[src/sv/lpr_pkg.sv]
// Shared types, constants and helpers for the line pixel rasterizer.
// Used by lpr_front, lpr_queue, lpr_back and line_pixel_rasterizer.
package lpr_pkg;

  localparam int COORD_W     = 5;
  localparam int Y_W         = 7;
  localparam int ERR_W       = 8;
  localparam int MAX_PIX     = 64;
  localparam int CNT_W       = $clog2(MAX_PIX);
  localparam int QUEUE_DEPTH = 2;
  localparam int QPTR_W      = $clog2(QUEUE_DEPTH);
  localparam int QCNT_W      = $clog2(QUEUE_DEPTH + 1);
  localparam int S_TDATA_W   = 24;
  localparam int M_TDATA_W   = 16;

  localparam logic [COORD_W-1:0] COORD_MAX = COORD_W'(31);

  typedef enum logic [1:0] {
    MODE_VERT,
    MODE_HORZ,
    MODE_DIAG
  } lpr_mode_t;

  typedef enum logic {
    ST_IDLE,
    ST_WALK
  } lpr_state_t;

  // One classified segment, endpoints ordered for the walker.
  typedef struct packed {
    lpr_mode_t          mode;
    logic [COORD_W-1:0] x0;
    logic [COORD_W-1:0] y0;
    logic [COORD_W-1:0] x1;
    logic [COORD_W-1:0] y1;
    logic [COORD_W-1:0] dx;
    logic [COORD_W-1:0] ady;
    logic               neg;
  } lpr_job_t;

  function automatic logic [COORD_W-1:0] clamp_coord(input logic [COORD_W-1:0] v);
    clamp_coord = (v > COORD_MAX) ? COORD_MAX : v;
  endfunction

endpackage

[src/sv/lpr_front.sv]
// Front end: saturates and orders the endpoints of a segment and classifies it.
// Depends on lpr_pkg.
module lpr_front (
  input  logic [lpr_pkg::COORD_W-1:0] x_start,
  input  logic [lpr_pkg::COORD_W-1:0] y_start,
  input  logic [lpr_pkg::COORD_W-1:0] x_end,
  input  logic [lpr_pkg::COORD_W-1:0] y_end,
  output lpr_pkg::lpr_job_t           job
);

  logic [lpr_pkg::COORD_W-1:0] xa, ya, xb, yb;
  logic [lpr_pkg::COORD_W-1:0] x0, y0, x1, y1;
  logic [lpr_pkg::COORD_W-1:0] dx, ady;
  logic                        neg;

  always_comb begin
    xa = lpr_pkg::clamp_coord(x_start);
    ya = lpr_pkg::clamp_coord(y_start);
    xb = lpr_pkg::clamp_coord(x_end);
    yb = lpr_pkg::clamp_coord(y_end);
    if (xa > xb) begin
      x0 = xb; y0 = yb; x1 = xa; y1 = ya;
    end else begin
      x0 = xa; y0 = ya; x1 = xb; y1 = yb;
    end
    dx  = x1 - x0;
    neg = (y1 < y0);
    ady = neg ? (y0 - y1) : (y1 - y0);

    job.x0  = x0;
    job.x1  = x1;
    job.dx  = dx;
    job.ady = ady;
    job.neg = neg;
    job.y0  = y0;
    job.y1  = y1;
    if (dx == '0) begin
      // A vertical run always walks upward from the lower y.
      job.mode = lpr_pkg::MODE_VERT;
      job.y0   = neg ? y1 : y0;
      job.y1   = neg ? y0 : y1;
    end else if (ady == '0) begin
      job.mode = lpr_pkg::MODE_HORZ;
    end else begin
      job.mode = lpr_pkg::MODE_DIAG;
    end
  end

endmodule

[src/sv/lpr_queue.sv]
// Short queue of classified segments between the front end and the walker.
// Depends on lpr_pkg.
module lpr_queue (
  input  logic              clk,
  input  logic              rst,
  input  logic              push,
  input  lpr_pkg::lpr_job_t push_job,
  output logic              not_full,
  input  logic              pop,
  output logic              not_empty,
  output lpr_pkg::lpr_job_t pop_job
);

  lpr_pkg::lpr_job_t                mem [lpr_pkg::QUEUE_DEPTH];
  logic [lpr_pkg::QPTR_W-1:0]       wr_ptr;
  logic [lpr_pkg::QPTR_W-1:0]       rd_ptr;
  logic [lpr_pkg::QCNT_W-1:0]       count;

  assign not_full  = (count != lpr_pkg::QCNT_W'(lpr_pkg::QUEUE_DEPTH));
  assign not_empty = (count != '0);
  assign pop_job   = mem[rd_ptr];

  always_ff @(posedge clk) begin
    if (push) begin
      mem[wr_ptr] <= push_job;
    end
  end

  always_ff @(posedge clk) begin
    if (rst) begin
      wr_ptr <= '0;
      rd_ptr <= '0;
      count  <= '0;
    end else begin
      if (push) begin
        wr_ptr <= (wr_ptr == lpr_pkg::QPTR_W'(lpr_pkg::QUEUE_DEPTH - 1)) ? '0 : wr_ptr + 1'b1;
      end
      if (pop) begin
        rd_ptr <= (rd_ptr == lpr_pkg::QPTR_W'(lpr_pkg::QUEUE_DEPTH - 1)) ? '0 : rd_ptr + 1'b1;
      end
      if (push && !pop) begin
        count <= count + 1'b1;
      end else if (pop && !push) begin
        count <= count - 1'b1;
      end
    end
  end

  a_count_range: assert property (@(posedge clk) disable iff (rst)
    count <= lpr_pkg::QCNT_W'(lpr_pkg::QUEUE_DEPTH))
    else $error("queue fill count out of range");

  a_count_up: assert property (@(posedge clk) disable iff (rst)
    (push && !pop) |=> (count == $past(count) + 1'b1))
    else $error("queue fill count missed a push");

  a_count_down: assert property (@(posedge clk) disable iff (rst)
    (pop && !push) |=> (count == $past(count) - 1'b1))
    else $error("queue fill count missed a pop");

endmodule

[src/sv/lpr_back.sv]
// Back end: walks the pixels of one classified segment, one per cycle while
// out_ready does not stall it, into an output register. Depends on lpr_pkg.
module lpr_back (
  input  logic                        clk,
  input  logic                        rst,
  input  logic                        job_valid,
  input  lpr_pkg::lpr_job_t           job,
  output logic                        job_pop,
  output logic                        out_valid,
  input  logic                        out_ready,
  output logic [lpr_pkg::COORD_W-1:0] out_x,
  output logic signed [lpr_pkg::Y_W-1:0] out_y,
  output logic                        out_last
);

  lpr_pkg::lpr_state_t                state, state_next;
  lpr_pkg::lpr_mode_t                 mode;
  logic [lpr_pkg::COORD_W-1:0]        x, x_next, x_stop, emit_x;
  logic signed [lpr_pkg::Y_W-1:0]     y, y_next, y_step;
  logic [lpr_pkg::COORD_W-1:0]        y_stop;
  logic [lpr_pkg::COORD_W-1:0]        dx, ady;
  logic                               neg;
  logic signed [lpr_pkg::ERR_W-1:0]   e, e_next, dx_s, two_dx, two_ady;
  logic                               first;
  logic [lpr_pkg::CNT_W-1:0]          count;
  logic                               adv, done, emit_last;

  assign adv = (state == lpr_pkg::ST_WALK) && (!out_valid || out_ready);

  always_comb begin
    state_next = state;
    unique case (state)
      lpr_pkg::ST_IDLE: begin
        if (job_valid) state_next = lpr_pkg::ST_WALK;
      end
      lpr_pkg::ST_WALK: begin
        if (adv && emit_last) state_next = lpr_pkg::ST_IDLE;
      end
      default: state_next = lpr_pkg::ST_IDLE;
    endcase
  end

  always_comb begin
    job_pop = (state == lpr_pkg::ST_IDLE) && job_valid;
  end

  always_comb begin
    dx_s    = $signed({{(lpr_pkg::ERR_W - lpr_pkg::COORD_W){1'b0}}, dx});
    two_dx  = $signed({{(lpr_pkg::ERR_W - lpr_pkg::COORD_W - 1){1'b0}}, dx, 1'b0});
    two_ady = $signed({{(lpr_pkg::ERR_W - lpr_pkg::COORD_W - 1){1'b0}}, ady, 1'b0});
    y_step  = neg ? -lpr_pkg::Y_W'(1) : lpr_pkg::Y_W'(1);
    emit_x  = x;
    x_next  = x;
    y_next  = y;
    e_next  = e;
    done    = 1'b0;
    case (mode)
      lpr_pkg::MODE_VERT: begin
        y_next = y + lpr_pkg::Y_W'(1);
        done   = (y == $signed({2'b00, y_stop}));
      end
      lpr_pkg::MODE_HORZ: begin
        x_next = x + 1'b1;
        done   = (x == x_stop);
      end
      default: begin
        // While the error sits at or above one half, repeat the pixel and
        // step y; otherwise move on to the next column.
        if (e >= dx_s) begin
          y_next = y + y_step;
          e_next = e - two_dx;
        end else begin
          emit_x = first ? x : x + 1'b1;
          e_next = e + two_ady;
        end
        x_next = emit_x;
        done   = (emit_x == x_stop) && (e_next < dx_s);
      end
    endcase
    emit_last = done || (&count);
  end

  always_ff @(posedge clk) begin
    if (rst) begin
      state     <= lpr_pkg::ST_IDLE;
      out_valid <= 1'b0;
    end else begin
      state <= state_next;
      if (adv) begin
        out_valid <= 1'b1;
      end else if (out_ready) begin
        out_valid <= 1'b0;
      end
    end
  end

  always_ff @(posedge clk) begin
    if (job_pop) begin
      mode   <= job.mode;
      x      <= job.x0;
      y      <= $signed({2'b00, job.y0});
      x_stop <= job.x1;
      y_stop <= job.y1;
      dx     <= job.dx;
      ady    <= job.ady;
      neg    <= job.neg;
      e      <= '0;
      first  <= 1'b1;
      count  <= '0;
    end else if (adv) begin
      x     <= x_next;
      y     <= y_next;
      e     <= e_next;
      first <= 1'b0;
      count <= count + 1'b1;
    end
    if (adv) begin
      out_x    <= emit_x;
      out_y    <= y;
      out_last <= emit_last;
    end
  end

  a_stall_holds: assert property (@(posedge clk) disable iff (rst)
    (state == lpr_pkg::ST_WALK && out_valid && !out_ready)
      |=> ($stable(count) && $stable(state)))
    else $error("walker advanced while the output register was stalled");

  a_err_range: assert property (@(posedge clk) disable iff (rst)
    (state == lpr_pkg::ST_WALK && mode == lpr_pkg::MODE_DIAG)
      |-> (e >= -lpr_pkg::ERR_W'(32) && e <= lpr_pkg::ERR_W'(93)))
    else $error("error term out of range");

  a_vert_bound: assert property (@(posedge clk) disable iff (rst)
    (state == lpr_pkg::ST_WALK && mode == lpr_pkg::MODE_VERT)
      |-> (y <= $signed({2'b00, y_stop})))
    else $error("vertical walk passed its end");

  a_pop_idle: assert property (@(posedge clk) disable iff (rst)
    job_pop |=> (state == lpr_pkg::ST_WALK && first && count == '0))
    else $error("segment load did not start a fresh walk");

endmodule

[src/sv/line_pixel_rasterizer.sv]
// A segment accepted into the two-entry segment queue is loaded into the
// walker once it is idle, and its first pixel is then registered on the
// output; pixels follow one per cycle while m_tready does not stall them.
// A segment of n pixels (n up to 64) holds the walker until its last pixel.
// Reset (rst, synchronous) empties the queue, idles the walker and the output.
module line_pixel_rasterizer (
  input  logic                           clk,
  input  logic                           rst,
  input  logic                           s_tvalid,
  output logic                           s_tready,
  // x_start[4:0], y_start[9:5], x_end[14:10], y_end[19:15], zero[23:20]
  input  logic [lpr_pkg::S_TDATA_W-1:0]  s_tdata,
  output logic                           m_tvalid,
  input  logic                           m_tready,
  // pixel_x[4:0], pixel_y[11:5] (signed), zero[15:12]
  output logic [lpr_pkg::M_TDATA_W-1:0]  m_tdata,
  output logic                           m_tlast
);

  localparam int CW = lpr_pkg::COORD_W;

  lpr_pkg::lpr_job_t               front_job, queue_job;
  logic                            q_not_full, q_not_empty, q_pop;
  logic [CW-1:0]                   pixel_x;
  logic signed [lpr_pkg::Y_W-1:0]  pixel_y;

  lpr_front u_front (
    .x_start (s_tdata[CW-1:0]),
    .y_start (s_tdata[2*CW-1:CW]),
    .x_end   (s_tdata[3*CW-1:2*CW]),
    .y_end   (s_tdata[4*CW-1:3*CW]),
    .job     (front_job)
  );

  assign s_tready = q_not_full;

  lpr_queue u_queue (
    .clk       (clk),
    .rst       (rst),
    .push      (s_tvalid && q_not_full),
    .push_job  (front_job),
    .not_full  (q_not_full),
    .pop       (q_pop),
    .not_empty (q_not_empty),
    .pop_job   (queue_job)
  );

  lpr_back u_back (
    .clk       (clk),
    .rst       (rst),
    .job_valid (q_not_empty),
    .job       (queue_job),
    .job_pop   (q_pop),
    .out_valid (m_tvalid),
    .out_ready (m_tready),
    .out_x     (pixel_x),
    .out_y     (pixel_y),
    .out_last  (m_tlast)
  );

  assign m_tdata = {{(lpr_pkg::M_TDATA_W - CW - lpr_pkg::Y_W){1'b0}}, pixel_y, pixel_x};

endmodule

[config.mk]
export PLATFORM = sky130hd
export DESIGN_NAME = line_pixel_rasterizer
export DESIGN_NICKNAME = d
export VERILOG_FILES = /design/src/sv/lpr_pkg.sv /design/src/sv/lpr_front.sv /design/src/sv/lpr_queue.sv /design/src/sv/lpr_back.sv /design/src/sv/line_pixel_rasterizer.sv
export SDC_FILE = /design/constraint.sdc
export NUM_CORES = 1
export LEC_CHECK = 0
export ABC_AREA = 1
export BUFFER_PORTS_ARGS = -buffer_cell sky130_fd_sc_hd__buf_4
export CAP_MARGIN = 10
export CORE_ASPECT_RATIO = 1.4
export CORE_MARGIN = 2
export CORE_UTILIZATION = 32
export CTS_BUF_LIST = sky130_fd_sc_hd__clkbuf_8
export DETAILED_ROUTE_END_ITERATION = 10
export HOLD_SLACK_MARGIN = 0.1
export MAX_ROUTING_LAYER = met4
export PLACE_DENSITY = 0.56
export SYNTH_ARGS = -nofsm -noshare
export SYNTH_HDL_FRONTEND = slang
export SYNTH_SLANG_ARGS = --single-unit
[constraint.sdc]
create_clock -name clk -period 4.3 [get_ports clk]
set_input_delay 0.86 -clock clk [delete_from_list [all_inputs] [get_ports clk]]
set_output_delay 0.86 -clock clk [all_outputs]
set_load 0.03 [all_outputs]
# After elaboration in Yosys (flattened, before gate mapping)
# Memory sizes are Yosys's and may differ from the RTL's. A register that Yosys moved wholly into a read port is not among the register bits.
# Index checks and enable logic that the tools add are counted.
# word_totals
register_bits	69
mem_bits_rw	66
inputBits	28
output_inout_bits	19
word_cells	122
mem_count	1
# classes
n_addsub	13
n_lt_le_gt_ge	8
n_eq_ne	7
mux	43
bitwise	3
n_reduce_logical	27
# memory_table
name	depth	width	rd	rd_ports_with_merged_regs	write_ports	line_no	rtl
u_queue.mem	2	33	1	1	1	lpr_queue.sv:14	lpr_pkg::lpr_job_t mem [lpr_pkg::QUEUE_DEPTH];
# ops
cell	n
5-bit 2-to-1 mux	21
5-bit > comparator (second input constant)	4
8-bit 2-to-1 mux	2
5-bit subtractor	3
7-bit 2-to-1 mux	2
7-bit one-hot mux with 2 select lines	1
5-bit equality test	2
5-bit zero test	2
1-bit 2-to-1 mux	10
5-bit one-hot mux with 2 select lines	1
2-bit nonzero test	5
8-bit by 7-bit adder with 8-bit output	1
8-bit by 6-bit greater-or-equal comparator with 1-bit output	1
8-bit by 6-bit < comparator with 1-bit output	1
2-bit 2-to-1 mux	4
8-bit by 7-bit subtractor with 8-bit output	1
7-bit by 2-bit adder with 7-bit output (second input constant)	1
7-bit adder	1
7-bit by 6-bit equality test with 1-bit output	1
1-bit logical AND	7
6-bit by 1-bit adder with 6-bit output (second input constant)	1
2-bit inequality test (second input constant)	3
3-bit AND reduction	2
6-bit AND reduction	1
15 further kinds	23

# Longest topological paths before layout
# Gate-level depths: netlist of run 1.
# depth
ltp_word	11
mapped_depth	29
depth_no_buf	28

# Hierarchy
# Synthesis of run 1 repeated with hierarchy kept, for this count alone.
# unflattened
cells_unflattened	799
hier_area_um2	7717.4
# modules_own_cells
module	instances	cells_each	area_per_inst_um2	seq_area_each_um2
lpr_back	1	404	3582.2	1741.7
lpr_queue	1	136	2763.9	2082.0
lpr_front	1	252	1330.0	0.0
line_pixel_rasterizer	1	7	41.3	0.0

# Worst setup path before layout of run 1
# OpenSTA, ideal clock, no wires.
# synth_path
path_type	input -> register
from	input port s_tdata[4] (netlist bit)
to	memory u_queue.mem[0][12] (netlist bit), data pin
setup_time_ps	256
arrival_ps	3784
required_time_ps	4044
path_slack_ps	260
stages	20
path_buffers	3
path_cell_list	clkbuf_1 > ha_1 > a21oi_1 > nand3_4 > nand2_4 > buf_8 > inv_2 > or2_2 > o21ai_2 > inv_1 > ha_1 > nand2_1 > o21a_1 > o21ai_1 > nand2_1 > nand2_2 > clkbuf_1 > o21ai_0 > nand3_1 > nand2_1
# synth_rtl
element	line_no	rtl
start, declared	line_pixel_rasterizer.sv:12	input logic [lpr_pkg::S_TDATA_W-1:0] s_tdata,
end, declared	lpr_queue.sv:14	

# Final worst setup path of run 1
# layout_path
from	register u_back.dx[3] (netlist bit)
to	register u_back.out_last, data pin
# layout_via
elab_chain_cells	7
word_cells_on_any_way	11
cone_classes	add/sub (1); order compare (2); eq/ne (1); mux (5); reduce/logical (2)
# layout_lines
element	line_no	rtl
start, declared	lpr_back.sv:21	logic [lpr_pkg::COORD_W-1:0] dx, ady;
start signal, assigned	lpr_back.sv:104	dx <= job.dx;
8-bit by 7-bit subtractor with 8-bit output / 8-bit by 6-bit greater-or-equal comparator with 1-bit output (equally long branches)	lpr_back.sv:71, lpr_back.sv:69	
8-bit 2-to-1 mux / 5-bit 2-to-1 mux (equally long branches)	lpr_back.sv:69	if (e >= dx_s) begin
8-bit 2-to-1 mux / 5-bit 2-to-1 mux (equally long branches)	lpr_back.sv:57	case (mode)
8-bit by 6-bit < comparator with 1-bit output / 5-bit equality test (equally long branches)	lpr_back.sv:77	done = (emit_x == x_stop) && (e_next < dx_s);
1-bit logical AND (*)	lpr_back.sv:77	
1-bit one-hot mux with 2 select lines (*)	lpr_back.sv:57	
1-bit logical OR (*)	lpr_back.sv:80	emit_last = done || (&count);
net u_back.emit_last	lpr_back.sv:26	logic adv, done, emit_last;
end signal, assigned	lpr_back.sv:120	out_last <= emit_last;
end, declared	lpr_back.sv:13	output logic out_last
# The timed path passes the listed nets; every way through them passes the cells marked *. The select of a mux whose other input is x is not followed.
# A chain may end at the register's enable or synchronous reset.

==> tab_implementation.tex, run 1 <==
\begin{tabular}{lr}
\hline
Metric & Value \\
\hline
\multicolumn{2}{l}{\textbf{Detailed routing}} \\
\quad Detailed-route wire length & approximately 15000 um \\
\quad DR pass1 iterations & 4 \\
\quad Vias after detailed routing & 5514 \\
\quad Antenna violation net count after detailed routing & 0 \\
\quad Routed vias/inst & between 4 and 5 \\
\quad Residual DRC & 0 \\
\quad DRC violation total after the first TritonRoute iteration & around 260 \\
\quad Avg WL per Cell & $\sim$13 um \\
\multicolumn{2}{l}{\textbf{STA}} \\
\quad Peak Freq & 262 MHz \\
\quad Fin. Hold Viols & 0 \\
\quad Worst-case clock skew & 0.0161 ns \\
\quad Minimum clock period after layout & between 3 and 4 ns \\
\quad Post-route worst hold slack & $\sim$0.46 ns \\
\quad Aggregate negative setup slack & 0 ns \\
\quad Tightest Pin Transition & 0.722 ns \\
\quad Pins Over Slew Limit & 0 \\
\quad Final setup vio count & 0 \\
\quad Remaining max-slew budget at the tightest pin & a little over 50\% \\
\quad Share of the clock period used by the worst path & 88.8\% \\
\quad RSZ-0062 raised after global routing & no \\
\multicolumn{2}{l}{\textbf{Floorplanning}} \\
\quad Total die area & between 20000 and 25000 um2 \\
\quad Chip width & between 100 and 150 um \\
\quad Die span in y & about 190 um \\
\quad Area of the core & 23200 um2 \\
\quad Starting utilization of the core area & between 30\% and 40\% \\
\quad Site row count & 66 \\
\quad Count of pins on the block boundary & 47 \\
\multicolumn{2}{l}{\textbf{Layout}} \\
\quad Commonest cells after routing, fill and taps aside & 261 x sky130\_fd\_sc\_hd\_\_nand2\_1, 114 x sky130\_fd\_sc\_hd\_\_inv\_1, 112 x sky130\_fd\_sc\_hd\_\_edfxtp\_1 \\
\quad Net count reported at finish & 980 \\
\quad Area growth syn-to-layout & 15.0\% \\
\quad Leading cell type in the layout, fill and taps excluded & sky130\_fd\_sc\_hd\_\_nand2\_1 \\
\quad Share of layout cells above drive strength 1 & around 14\% \\
\multicolumn{2}{l}{\textbf{Worst setup path}} \\
\quad Highest net fanout along the worst path & 10 \\
\quad Critical path launch point type & register \\
\quad Worst setup path class & reg2reg \\
\quad CP max stage cell & sky130\_fd\_sc\_hd\_\_edfxtp\_1 \\
\quad Sort of element at the end of the critical path & register \\
\quad CP cell instances & inv\_1 > ha\_1 > nand2\_1 > inv\_1 > nand2\_1 > nand2\_1 > nand2\_1 > nand2\_1 > nand2\_2 > o21ai\_0 > inv\_1 > ha\_1 > a31o\_2 > xor2\_1 > inv\_1 > ha\_1 > a21boi\_0 > nor2\_1 > nand2\_1 > nand3\_1 > nand2\_1 > nor2\_1 > nand3\_1 > nand2\_1 \\
\quad Highest cell delay on the worst timing path & 0.33 ns \\
\quad Crit path top cell by count & sky130\_fd\_sc\_hd\_\_nand2\_1 \\
\quad CP required & approximately 4.5 ns \\
\quad Arrival time reported for the critical path endpoint & about 4 ns \\
\multicolumn{2}{l}{\textbf{GRT}} \\
\quad First-pass GRT wire length & around 25000 um \\
\quad Total global-route track usage & a little over an eighth \\
\quad Antenna violations before repair & 0 \\
\quad Maximum number of pins on one net before global-route repair & 46 \\
\quad Global route overflow & 0 \\
\quad Number of global-route vias before repair & a little over 5000 \\
\multicolumn{2}{l}{\textbf{Placed design}} \\
\quad Count of buffers inserted at the top-level ports & 38 \\
\quad Dpl hpwl & 11400 um \\
\quad RD Place Congestion & between 0.8 and 0.9 \\
\multicolumn{2}{l}{\textbf{Run status}} \\
\quad Status & completed \\
\multicolumn{2}{l}{\textbf{Flow run}} \\
\quad Max capacitance violation total & 0 \\
\multicolumn{2}{l}{\textbf{Yosys}} \\
\quad Count of synthesis-stage warnings from yosys & 0 \\
\quad Number of instances in the synthesized netlist & 859 \\
\quad Ys flop type & sky130\_fd\_sc\_hd\_\_edfxtp\_1 \\
\quad Share of async-settable or async-resettable flops after synthesis & 0\% \\
\quad Synthesized area per cell & 8.76 um2 \\
\quad Cell variety after synth & 45 \\
\quad FF+latch count, synth & between 100 and 150 \\
\quad Sequential-to-total area share from yosys stat & just over 50\% \\
\quad Cell area after synthesis & about 7500 um2 \\
\quad Post-synth EDFFs & 112 \\
\multicolumn{2}{l}{\textbf{Power and ir drop}} \\
\quad Pleak & between 3 and 4 nW \\
\quad Maximum vdd drop & $\sim$300 uV \\
\quad Power Density & 794 nW/um2 \\
\multicolumn{2}{l}{\textbf{Clock network}} \\
\quad Clk sinks & approximately 140 \\
\quad Number of buffers created by CTS & 17 \\
\quad CTS Buffer Depth & 2 \\
\quad Clock transition time at the flip-flop clock pins of the worst setup and hold paths & roughly 0.07 ns \\
\quad Root Driver & sky130\_fd\_sc\_hd\_\_clkbuf\_8 \\
\quad H-tree levels & 4 \\
\quad Clk Latency, worst-skew pair & approximately 0.44 ns \\
\quad Number of buffers inserted by hold repair at cts & 0 \\
\quad Count of buffers added by post-CTS timing repair for setup & 0 \\
\quad CTS tree & done \\
\multicolumn{2}{l}{\textbf{Hold path}} \\
\quad Class of the tightest hold or removal check & reg2reg \\
\hline
\end{tabular}
worst max-delay path: cells and delay by family (launching register included):
| family | cells | cell delay (ns) |
|---|---|---|
| and+or+nand+nor | 13 | 1.11 |
| adders and majority gates | 3 | 0.89 |
| AOI/OAI and AO/OA | 3 | 0.75 |
| DFF | 1 | 0.33 |
| buffers and inverters | 4 | 0.29 |
| xor gates and xnor gates | 1 | 0.17 |
synth_stat cells (3+ instances only):
master	instances	area, um2
sky130_fd_sc_hd__nor3_1	5	25.0
sky130_fd_sc_hd__xnor2_1	6	52.6
sky130_fd_sc_hd__or2_2	11	68.8
sky130_fd_sc_hd__ha_1	38	475
sky130_fd_sc_hd__buf_4	6	45.0
sky130_fd_sc_hd__o211ai_1	5	37.5
sky130_fd_sc_hd__fa_1	4	80.1
sky130_fd_sc_hd__clkbuf_1	22	82.6
sky130_fd_sc_hd__clkinv_1	3	11.3
sky130_fd_sc_hd__a31oi_1	5	31.3
sky130_fd_sc_hd__nand2_2	5	31.3
sky130_fd_sc_hd__a21oi_1	38	190
sky130_fd_sc_hd__o21ai_1	4	20.0
sky130_fd_sc_hd__edfxtp_1	112	3360
sky130_fd_sc_hd__o21ai_0	58	290
sky130_fd_sc_hd__nor2_1	32	120
sky130_fd_sc_hd__nand3b_1	6	45.0
sky130_fd_sc_hd__o31ai_1	4	30.0
sky130_fd_sc_hd__nand3_1	44	220
sky130_fd_sc_hd__o22ai_1	3	18.8
sky130_fd_sc_hd__xor2_1	13	114
sky130_fd_sc_hd__nand4_1	10	62.6
sky130_fd_sc_hd__nand2_1	262	983
sky130_fd_sc_hd__inv_1	112	420
sky130_fd_sc_hd__dfxtp_1	23	460
sky130_fd_sc_hd__o21ai_2	5	43.8
stage by stage:
step	area (um2)	power [mW]	setup WS (ns)	instances	util, %
final	8650	6.87	0.480	1230	37.3
after global routing	8650	7.56	0.0382	1229	37.3
after CTS	8640	6.93	0.343	1229	37.2
after detailed placement	8220	5.81	0.0729	1197	35.4
after global placement	8220	5.76	0.117	1197	35.4
after floorplan	7530	4.85	0.260	862	-
where the power goes:
part / total [mW] / leakage, nW / internal, mW / switching (mW)
combinational: 3.48 / 2.42 / 1.29 / 2.19
clock: 1.08 / 0.219 / 0.602 / 0.481
sequential: 2.30 / 1.24 / 2.06 / 0.243
final timing paths:
kind,cells after the start,to,slack [ns],from
setup / recovery,24,u_back.out_last$_DFFE_PP_,0.48,u_back.dx[3]$_DFFE_PP_
hold / removal,1,register,0.46,u_queue.rd_ptr$_SDFFE_PP0P_
setup reg to reg,24,u_back.out_last$_DFFE_PP_,0.48,u_back.dx[3]$_DFFE_PP_
hold reg to reg,1,register,0.46,u_queue.rd_ptr$_SDFFE_PP0P_
cells by family (layout without fill, tap and decap cells):
group,count (synthesis),in the layout,share of synthesized area (%)
and+or+nand+nor,383,383,21.8
xor gates and xnor gates,19,19,2.21
adders and majority gates,42,42,7.38
other,1,5,0.0498
buffers and inverters,149,210,8.10
AOI/OAI and AO/OA,130,130,9.66
DFF,135,135,50.8
cell type report:
| type | instances | area, um2 |
|---|---|---|
| clock buffer | 19 | 262 |
| multi-input combinational | 578 | 3130 |
| timing repair buffer | 61 | 458 |
| fill | 2387 | 14600 |
| clock inverter | 13 | 155 |
| sequential | 135 | 3820 |
| antenna | 1 | 2.50 |
| tap | 306 | 383 |
| inverter | 117 | 439 |
repair_timing:
item | 4_1_cts | 5_1_grt
endpoints found under the hold margin | 0 | 0
resized for setup | 0 | 2
setup endpoints to repair | 0 | 2
sequential cells by signal, indices dropped and copies added, names as in the netlist, named ones only:
name / cells
u_queue.mem: 66
u_back.e: 7
u_back.out_y: 7
u_back.y: 7
u_back.count: 6
u_back.ady: 5
u_back.dx: 5
u_back.out_x: 5
u_back.x: 5
u_back.x_stop: 5
u_back.y_stop: 5
u_back.mode: 2
u_queue.count: 2
u_back.first: 1
u_back.neg: 1
u_back.out_last: 1
u_back.out_valid: 1
u_back.state: 1
u_queue.rd_ptr: 1
u_queue.wr_ptr: 1
per-layer routing:
layer | wire length, um | up-vias | share of wire (%) | global-route usage [%]
li1 | - | 2934 | - | -
met1 | 7060 | 2491 | 46 | 15.3
met2 | 7680 | 68 | 50 | 22.5
met3 | 374 | 21 | 2.4 | 2.68
met4 | 259 | 0 | 1.7 | 5.19
met5 | 0 | - | 0 | -
(Power assumes the default switching activity.)
==> inputs of run 2 (changes only) <==
--- a/config.mk
+++ b/config.mk
@@ -6,16 +6,16 @@
 export NUM_CORES = 1
 export LEC_CHECK = 0
 export ABC_AREA = 1
-export BUFFER_PORTS_ARGS = -buffer_cell sky130_fd_sc_hd__buf_4
 export CAP_MARGIN = 10
 export CORE_ASPECT_RATIO = 1.4
 export CORE_MARGIN = 2
 export CORE_UTILIZATION = 32
 export CTS_BUF_LIST = sky130_fd_sc_hd__clkbuf_8
 export DETAILED_ROUTE_END_ITERATION = 10
+export DONT_BUFFER_PORTS = 1
 export HOLD_SLACK_MARGIN = 0.1
 export MAX_ROUTING_LAYER = met4
-export PLACE_DENSITY = 0.56
+export PLACE_DENSITY = 0.54
 export SYNTH_ARGS = -nofsm -noshare
 export SYNTH_HDL_FRONTEND = slang
 export SYNTH_SLANG_ARGS = --single-unit
==> tab_implementation.tex, run 2 (synthesized netlist as in run 1, its figures left out) <==
\begin{tabular}{lr}
\hline
Metric & Value \\
\hline
\multicolumn{2}{l}{\textbf{Placed design}} \\
\quad Dpl hpwl & 11300 um (was 11400 um) \\
\quad Pre-CTS worst setup slack & 0.168 ns (was 0.0729 ns) \\
\quad RD Place Congestion & 0.842 (was 0.865) \\
\quad Total cell area at the placement stage & 7910 um2 (was 8220 um2) \\
\quad Instance count after placement with tap cells included & 1156 (was 1197) \\
\quad Count of buffers inserted at the top-level ports & 0 (was 38) \\
\multicolumn{2}{l}{\textbf{Worst setup path}} \\
\quad Sort of element at the end of the critical path & register (unchanged) \\
\quad CP required & 4.48 ns (about the same) \\
\quad Worst setup startpoint & u\_back.dx[2]\$\_DFFE\_PP\_ (was u\_back.dx[3]\$\_DFFE\_PP\_) \\
\quad Arrival time reported for the critical path endpoint & 3.88 ns (was 4.00 ns) \\
\quad Worst setup path class & reg2reg (unchanged) \\
\quad Crit path top cell by count & sky130\_fd\_sc\_hd\_\_nand2\_1 (unchanged) \\
\quad FF-to-FF Start & u\_back.dx[2]\$\_DFFE\_PP\_ (was u\_back.dx[3]\$\_DFFE\_PP\_) \\
\quad Critical path launch point type & register (unchanged) \\
\quad Highest net fanout along the worst path & 11 (was 10) \\
\quad CP max stage cell & sky130\_fd\_sc\_hd\_\_edfxtp\_1 (unchanged) \\
\quad Highest cell delay on the worst timing path & 0.38 ns (was 0.33 ns) \\
\multicolumn{2}{l}{\textbf{Layout}} \\
\quad Area growth syn-to-layout & 11.6\% (was 15.0\%) \\
\quad Post-layout util & 36.2\% (was 37.3\%) \\
\quad Commonest cells after routing, fill and taps aside & 261 x sky130\_fd\_sc\_hd\_\_nand2\_1, 112 x sky130\_fd\_sc\_hd\_\_inv\_1, 112 x sky130\_fd\_sc\_hd\_\_edfxtp\_1 (was 261 x sky130\_fd\_sc\_hd\_\_nand2\_1, 114 x sky130\_fd\_sc\_hd\_\_inv\_1, 112 x sky130\_fd\_sc\_hd\_\_edfxtp\_1) \\
\quad Final instance area & 8400 um2 (was 8650 um2) \\
\quad Final cell count without fillers & 1188 (was 1230) \\
\quad Max reg flops & 66 (unchanged) \\
\quad Net count reported at finish & 939 (was 980) \\
\quad Register with the most flip-flops & u\_queue.mem (unchanged) \\
\quad Share of layout cells above drive strength 1 & 9.41\% (was 13.5\%) \\
\quad Leading cell type in the layout, fill and taps excluded & sky130\_fd\_sc\_hd\_\_nand2\_1 (unchanged) \\
\quad Total inserted antenna cells & 0 (was 1) \\
\multicolumn{2}{l}{\textbf{Floorplanning}} \\
\quad Total die area & 24800 um2 (unchanged) \\
\quad Area of the core & 23200 um2 (unchanged) \\
\quad Count of pins on the block boundary & 47 (unchanged) \\
\quad Chip width & 134 um (unchanged) \\
\quad Site row count & 66 (unchanged) \\
\quad Starting utilization of the core area & 32.4\% (unchanged) \\
\quad Die span in y & 185 um (unchanged) \\
\multicolumn{2}{l}{\textbf{Detailed routing}} \\
\quad Routed vias/inst & 4.54 (was 4.48) \\
\quad Antenna violation net count after detailed routing & 0 (unchanged) \\
\quad Detailed-route wire length & 15100 um (was 15400 um) \\
\quad Avg WL per Cell & 12.7 um (was 12.5 um) \\
\quad DR pass1 iterations & 5 (was 4) \\
\quad Residual DRC & 0 (unchanged) \\
\quad DRC violation total after the first TritonRoute iteration & 319 (was 258) \\
\quad Vias after detailed routing & 5397 (was 5514) \\
\multicolumn{2}{l}{\textbf{GRT}} \\
\quad Maximum number of pins on one net before global-route repair & 45 (was 46) \\
\quad Global route overflow & 0 (unchanged) \\
\quad First-pass GRT wire length & 25800 um (was 25100 um) \\
\quad Number of global-route vias before repair & 5382 (was 5146) \\
\quad Total global-route track usage & 13.5\% (was 13.2\%) \\
\quad Antenna violations before repair & 0 (unchanged) \\
\multicolumn{2}{l}{\textbf{Clock network}} \\
\quad Number of buffers inserted by hold repair at cts & 0 (unchanged) \\
\quad CTS Buffer Depth & 2 (unchanged) \\
\quad Number of buffers created by CTS & 17 (unchanged) \\
\quad Count of buffers added by post-CTS timing repair for setup & 0 (unchanged) \\
\quad Clk Latency, worst-skew pair & 0.43 ns (was 0.44 ns) \\
\quad H-tree levels & 4 (unchanged) \\
\quad CTS tree & done (unchanged) \\
\quad Resized Gates After CTS & 0 (unchanged) \\
\quad Clock transition time at the flip-flop clock pins of the worst setup and hold paths & 0.08 ns (was 0.07 ns) \\
\quad Clk sinks & 135 (unchanged) \\
\quad Root Driver & sky130\_fd\_sc\_hd\_\_clkbuf\_8 (unchanged) \\
\multicolumn{2}{l}{\textbf{Power and ir drop}} \\
\quad Pwr Total & 6.89 mW (was 6.87 mW) \\
\quad Maximum vdd drop & 334 uV (was 301 uV) \\
\quad Pleak & 3.70 nW (was 3.88 nW) \\
\quad Power Density & 821 nW/um2 (was 794 nW/um2) \\
\multicolumn{2}{l}{\textbf{STA}} \\
\quad Minimum clock period after layout & 3.70 ns (was 3.82 ns) \\
\quad Post-route worst hold slack & 0.458 ns (was 0.461 ns) \\
\quad Final Worst Setup Slack & 0.595 ns (was 0.480 ns) \\
\quad RSZ-0062 raised after global routing & no (unchanged) \\
\quad Aggregate negative setup slack & 0 ns (unchanged) \\
\quad Peak Freq & 270 MHz (was 262 MHz) \\
\quad Final setup vio count & 0 (unchanged) \\
\quad Remaining max-slew budget at the tightest pin & 52.6\% (was 51.4\%) \\
\quad Worst-case clock skew & 0.0139 ns (was 0.0161 ns) \\
\quad Share of the clock period used by the worst path & 86.2\% (was 88.8\%) \\
\quad Tightest Pin Transition & 0.703 ns (was 0.722 ns) \\
\quad Pins Over Slew Limit & 0 (unchanged) \\
\quad Fin. Hold Viols & 0 (unchanged) \\
\multicolumn{2}{l}{\textbf{Hold path}} \\
\quad Class of the tightest hold or removal check & reg2reg (unchanged) \\
\quad Min-delay src & u\_queue.rd\_ptr\$\_SDFFE\_PP0P\_ (unchanged) \\
\multicolumn{2}{l}{\textbf{Run status}} \\
\quad Status & completed (unchanged) \\
\multicolumn{2}{l}{\textbf{Flow run}} \\
\quad Max capacitance violation total & 0 (unchanged) \\
\hline
\end{tabular}
-- run 2: path summary, 6_finish.rpt --
path                                                   to  slack, ns  depth (start not counted)
worst max-delay path            u_back.out_last$_DFFE_PP_       0.60                         26
worst min-delay path                             register       0.46                          1
worst max register to register  u_back.out_last$_DFFE_PP_       0.60                         26
worst min register to register                   register       0.46                          1
-- run 2: routing by layer --
layer / track usage, % / vias to the layer above / share of wire, % / wire length, um
met3: 2.03 / 13 / 2.2 / 330
met1: 16.3 / 2471 / 46 / 6950
met2: 23.1 / 57 / 50 / 7620
met4: 4.77 / 0 / 1.3 / 202
li1: - / 2856 / - / -
met5: - / - / 0 / 0
-- run 2: power by group --
group | internal (mW) | switching, mW
registers | 2.07 | 0.358
clock network | 0.753 | 0.505
logic | 1.16 | 2.05
total | 3.98 | 2.91
-- run 2: critical path: cells and delay by family (launching register included) --
family / cells / cell delay (ns)
AOI/OAI and AO/OA: 3 / 0.53
xor gates and xnor gates: 1 / 0.20
buffers and inverters: 3 / 0.21
DFF: 1 / 0.38
and+or+nand+nor: 16 / 1.22
adders and majority gates: 3 / 0.92
-- run 2: area by class of cell --
type	count	area, um2
flip-flops and latches	135	3820
clock inverters	15	246
well taps	306	383
multi-input cells	578	3120
repair buffers	20	150
fillers	2334	14800
inverters	117	439
clock buffers	17	234
==> inputs of run 3 (changes only) <==
--- a/config.mk
+++ b/config.mk
@@ -9,13 +9,14 @@
 export CAP_MARGIN = 10
 export CORE_ASPECT_RATIO = 1.4
 export CORE_MARGIN = 2
-export CORE_UTILIZATION = 32
+export CORE_UTILIZATION = 35
 export CTS_BUF_LIST = sky130_fd_sc_hd__clkbuf_8
 export DETAILED_ROUTE_END_ITERATION = 10
 export DONT_BUFFER_PORTS = 1
 export HOLD_SLACK_MARGIN = 0.1
 export MAX_ROUTING_LAYER = met4
-export PLACE_DENSITY = 0.54
+export PLACE_DENSITY = 0.58
+export SLEW_MARGIN = 20
 export SYNTH_ARGS = -nofsm -noshare
 export SYNTH_HDL_FRONTEND = slang
 export SYNTH_SLANG_ARGS = --single-unit
==> tab_implementation.tex, run 3 (synthesized netlist as in run 1, its figures left out) <==
\begin{tabular}{lr}
\hline
Metric & Value \\
\hline
\multicolumn{2}{l}{\textbf{Run status}} \\
\quad Status & completed (unchanged) \\
\multicolumn{2}{l}{\textbf{Worst setup path}} \\
\quad FF-to-FF Start & u\_back.dx[3]\$\_DFFE\_PP\_ (was u\_back.dx[2]\$\_DFFE\_PP\_) \\
\quad Arrival time reported for the critical path endpoint & 4.17 ns (was 3.88 ns) \\
\quad Worst setup startpoint & u\_back.dx[3]\$\_DFFE\_PP\_ (was u\_back.dx[2]\$\_DFFE\_PP\_) \\
\quad Highest net fanout along the worst path & 11 (unchanged) \\
\quad Crit path top cell by count & sky130\_fd\_sc\_hd\_\_nand2\_1 (unchanged) \\
\quad Worst setup path class & reg2reg (unchanged) \\
\quad Highest cell delay on the worst timing path & 0.43 ns (was 0.38 ns) \\
\quad WP buf/inv & 2 (was 3) \\
\quad Sort of element at the end of the critical path & register (unchanged) \\
\quad Critical path launch point type & register (unchanged) \\
\quad CP required & 4.60 ns (was 4.48 ns) \\
\quad CP max stage cell & sky130\_fd\_sc\_hd\_\_fa\_1 (was sky130\_fd\_sc\_hd\_\_edfxtp\_1) \\
\quad CP top delay family & adder cells (was simple AND/OR/NAND/NOR gates) \\
\multicolumn{2}{l}{\textbf{Placed design}} \\
\quad Count of buffers inserted at the top-level ports & 0 (unchanged) \\
\quad Pre-CTS worst setup slack & 0.173 ns (was 0.168 ns) \\
\quad Dpl hpwl & 11200 um (was 11300 um) \\
\quad Instance count after placement with tap cells included & 1109 (was 1156) \\
\quad RD Place Congestion & 0.866 (was 0.842) \\
\multicolumn{2}{l}{\textbf{STA}} \\
\quad Tightest Pin Transition & 0.763 ns (was 0.703 ns) \\
\quad Post-route worst hold slack & 0.453 ns (was 0.458 ns) \\
\quad Final Worst Setup Slack & 0.439 ns (was 0.595 ns) \\
\quad Worst-case clock skew & 0.0105 ns (was 0.0139 ns) \\
\quad Peak Freq & 259 MHz (was 270 MHz) \\
\quad Final setup vio count & 0 (unchanged) \\
\quad Fin. Hold Viols & 0 (unchanged) \\
\quad Minimum clock period after layout & 3.86 ns (was 3.70 ns) \\
\quad Remaining max-slew budget at the tightest pin & 48.6\% (was 52.6\%) \\
\quad Share of the clock period used by the worst path & 89.8\% (was 86.2\%) \\
\quad RSZ-0062 raised after global routing & no (unchanged) \\
\quad Aggregate negative setup slack & 0 ns (unchanged) \\
\quad Pins Over Slew Limit & 0 (unchanged) \\
\multicolumn{2}{l}{\textbf{GRT}} \\
\quad First-pass GRT wire length & 25400 um (was 25800 um) \\
\quad Maximum number of pins on one net before global-route repair & 46 (was 45) \\
\quad Total global-route track usage & 14.6\% (was 13.5\%) \\
\quad Antenna violations before repair & 0 (unchanged) \\
\quad Global route overflow & 0 (unchanged) \\
\quad Number of global-route vias before repair & 5218 (was 5382) \\
\multicolumn{2}{l}{\textbf{Floorplanning}} \\
\quad Chip width & 128 um (was 134 um) \\
\quad Die span in y & 177 um (was 185 um) \\
\quad Site row count & 63 (was 66) \\
\quad Total die area & 22700 um2 (was 24800 um2) \\
\quad Starting utilization of the core area & 35.6\% (was 32.4\%) \\
\quad Area of the core & 21100 um2 (was 23200 um2) \\
\quad Count of pins on the block boundary & 47 (unchanged) \\
\multicolumn{2}{l}{\textbf{Power and ir drop}} \\
\quad Pleak & 3.66 nW (was 3.70 nW) \\
\quad Maximum vdd drop & 353 uV (was 334 uV) \\
\quad Pwr Total & 6.69 mW (was 6.89 mW) \\
\quad Power Density & 810 nW/um2 (was 821 nW/um2) \\
\multicolumn{2}{l}{\textbf{Clock network}} \\
\quad Number of buffers inserted by hold repair at cts & 0 (unchanged) \\
\quad Number of buffers created by CTS & 17 (unchanged) \\
\quad CTS Buffer Depth & 2 (unchanged) \\
\quad H-tree levels & 4 (unchanged) \\
\quad Clk sinks & 135 (unchanged) \\
\quad Clk Latency, worst-skew pair & 0.44 ns (was 0.43 ns) \\
\quad Root Driver & sky130\_fd\_sc\_hd\_\_clkbuf\_8 (unchanged) \\
\quad Clock transition time at the flip-flop clock pins of the worst setup and hold paths & 0.08 ns (about the same) \\
\quad CTS tree & done (unchanged) \\
\multicolumn{2}{l}{\textbf{Layout}} \\
\quad Share of layout cells above drive strength 1 & 9.31\% (was 9.41\%) \\
\quad Commonest cells after routing, fill and taps aside & 261 x sky130\_fd\_sc\_hd\_\_nand2\_1, 112 x sky130\_fd\_sc\_hd\_\_inv\_1, 112 x sky130\_fd\_sc\_hd\_\_edfxtp\_1 (unchanged) \\
\quad Leading cell type in the layout, fill and taps excluded & sky130\_fd\_sc\_hd\_\_nand2\_1 (unchanged) \\
\quad Total inserted antenna cells & 0 (unchanged) \\
\quad Net count reported at finish & 938 (was 939) \\
\quad Area growth syn-to-layout & 9.80\% (was 11.6\%) \\
\quad Number of filler cells placed in the layout & 2113 (was 2334) \\
\quad Final cell count without fillers & 1141 (was 1188) \\
\quad Register with the most flip-flops & u\_queue.mem (unchanged) \\
\quad Max reg flops & 66 (unchanged) \\
\multicolumn{2}{l}{\textbf{Flow run}} \\
\quad Max capacitance violation total & 0 (unchanged) \\
\multicolumn{2}{l}{\textbf{Hold path}} \\
\quad Min-delay src & u\_queue.rd\_ptr\$\_SDFFE\_PP0P\_ (unchanged) \\
\quad Class of the tightest hold or removal check & reg2reg (unchanged) \\
\multicolumn{2}{l}{\textbf{Detailed routing}} \\
\quad DRC violation total after the first TritonRoute iteration & 298 (was 319) \\
\quad Detailed-route wire length & 15000 um (was 15100 um) \\
\quad Antenna violation net count after detailed routing & 0 (unchanged) \\
\quad Routed vias/inst & 4.72 (was 4.54) \\
\quad Avg WL per Cell & 13.1 um (was 12.7 um) \\
\quad Vias after detailed routing & 5381 (was 5397) \\
\quad DR pass1 iterations & 5 (unchanged) \\
\quad Residual DRC & 0 (unchanged) \\
\hline
\end{tabular}
-- run 3: cell types whose count changed in the layout (fill, tap and decap cells not counted) --
cell / change
sky130_fd_sc_hd__inv_6: -1
sky130_fd_sc_hd__o21ai_1: -1
sky130_fd_sc_hd__bufinv_16: -3
sky130_fd_sc_hd__clkinv_2: +2
sky130_fd_sc_hd__buf_4: -1
sky130_fd_sc_hd__o21ai_0: +1
sky130_fd_sc_hd__clkinv_4: +2
-- run 3: path summary, 6_finish.rpt --
check	end	slack (ns)	depth (start not counted)
max	u_back.state$_SDFF_PP0_	0.44	25
min	register	0.45	1
max reg2reg	u_back.state$_SDFF_PP0_	0.44	25
min reg2reg	register	0.45	1
-- run 3: metrics by stage --
step	utilization, %	cell area, um2
after global placement	37.2	7850
after CTS	39.1	8260
after floorplan	-	7530
after global routing	39.1	8260
after detailed placement	37.2	7850
final	39.1	8260
-- run 3: repair_timing --
item | CTS | global route
setup endpoints to repair | 0 | 2
setup buffers | 0 | 0
gates resized for setup | 0 | 1
-- run 3: report_power, final --
group | switching, mW | internal [mW]
registers | 0.364 | 2.07
clock network | 0.499 | 0.574
logic | 2.03 | 1.15
total | 2.90 | 3.79
-- run 3: cell type report --
cell class | count | area [um2] | area share (%)
clock buffer | 17 | 234 | 2.83
clock inverter | 15 | 175 | 2.12
timing repair buffer | 19 | 143 | 1.73
multi-input combinational | 578 | 3120 | 37.8
inverter | 117 | 439 | 5.32
tap | 260 | 325 | 3.94
sequential | 135 | 3820 | 46.3
-- run 3: routing by layer --
layer	part of all wire, %	track usage (%)
met5	0	-
met4	1.7	5.59
met3	2.7	2.47
met2	52	25.5
met1	44	16.8
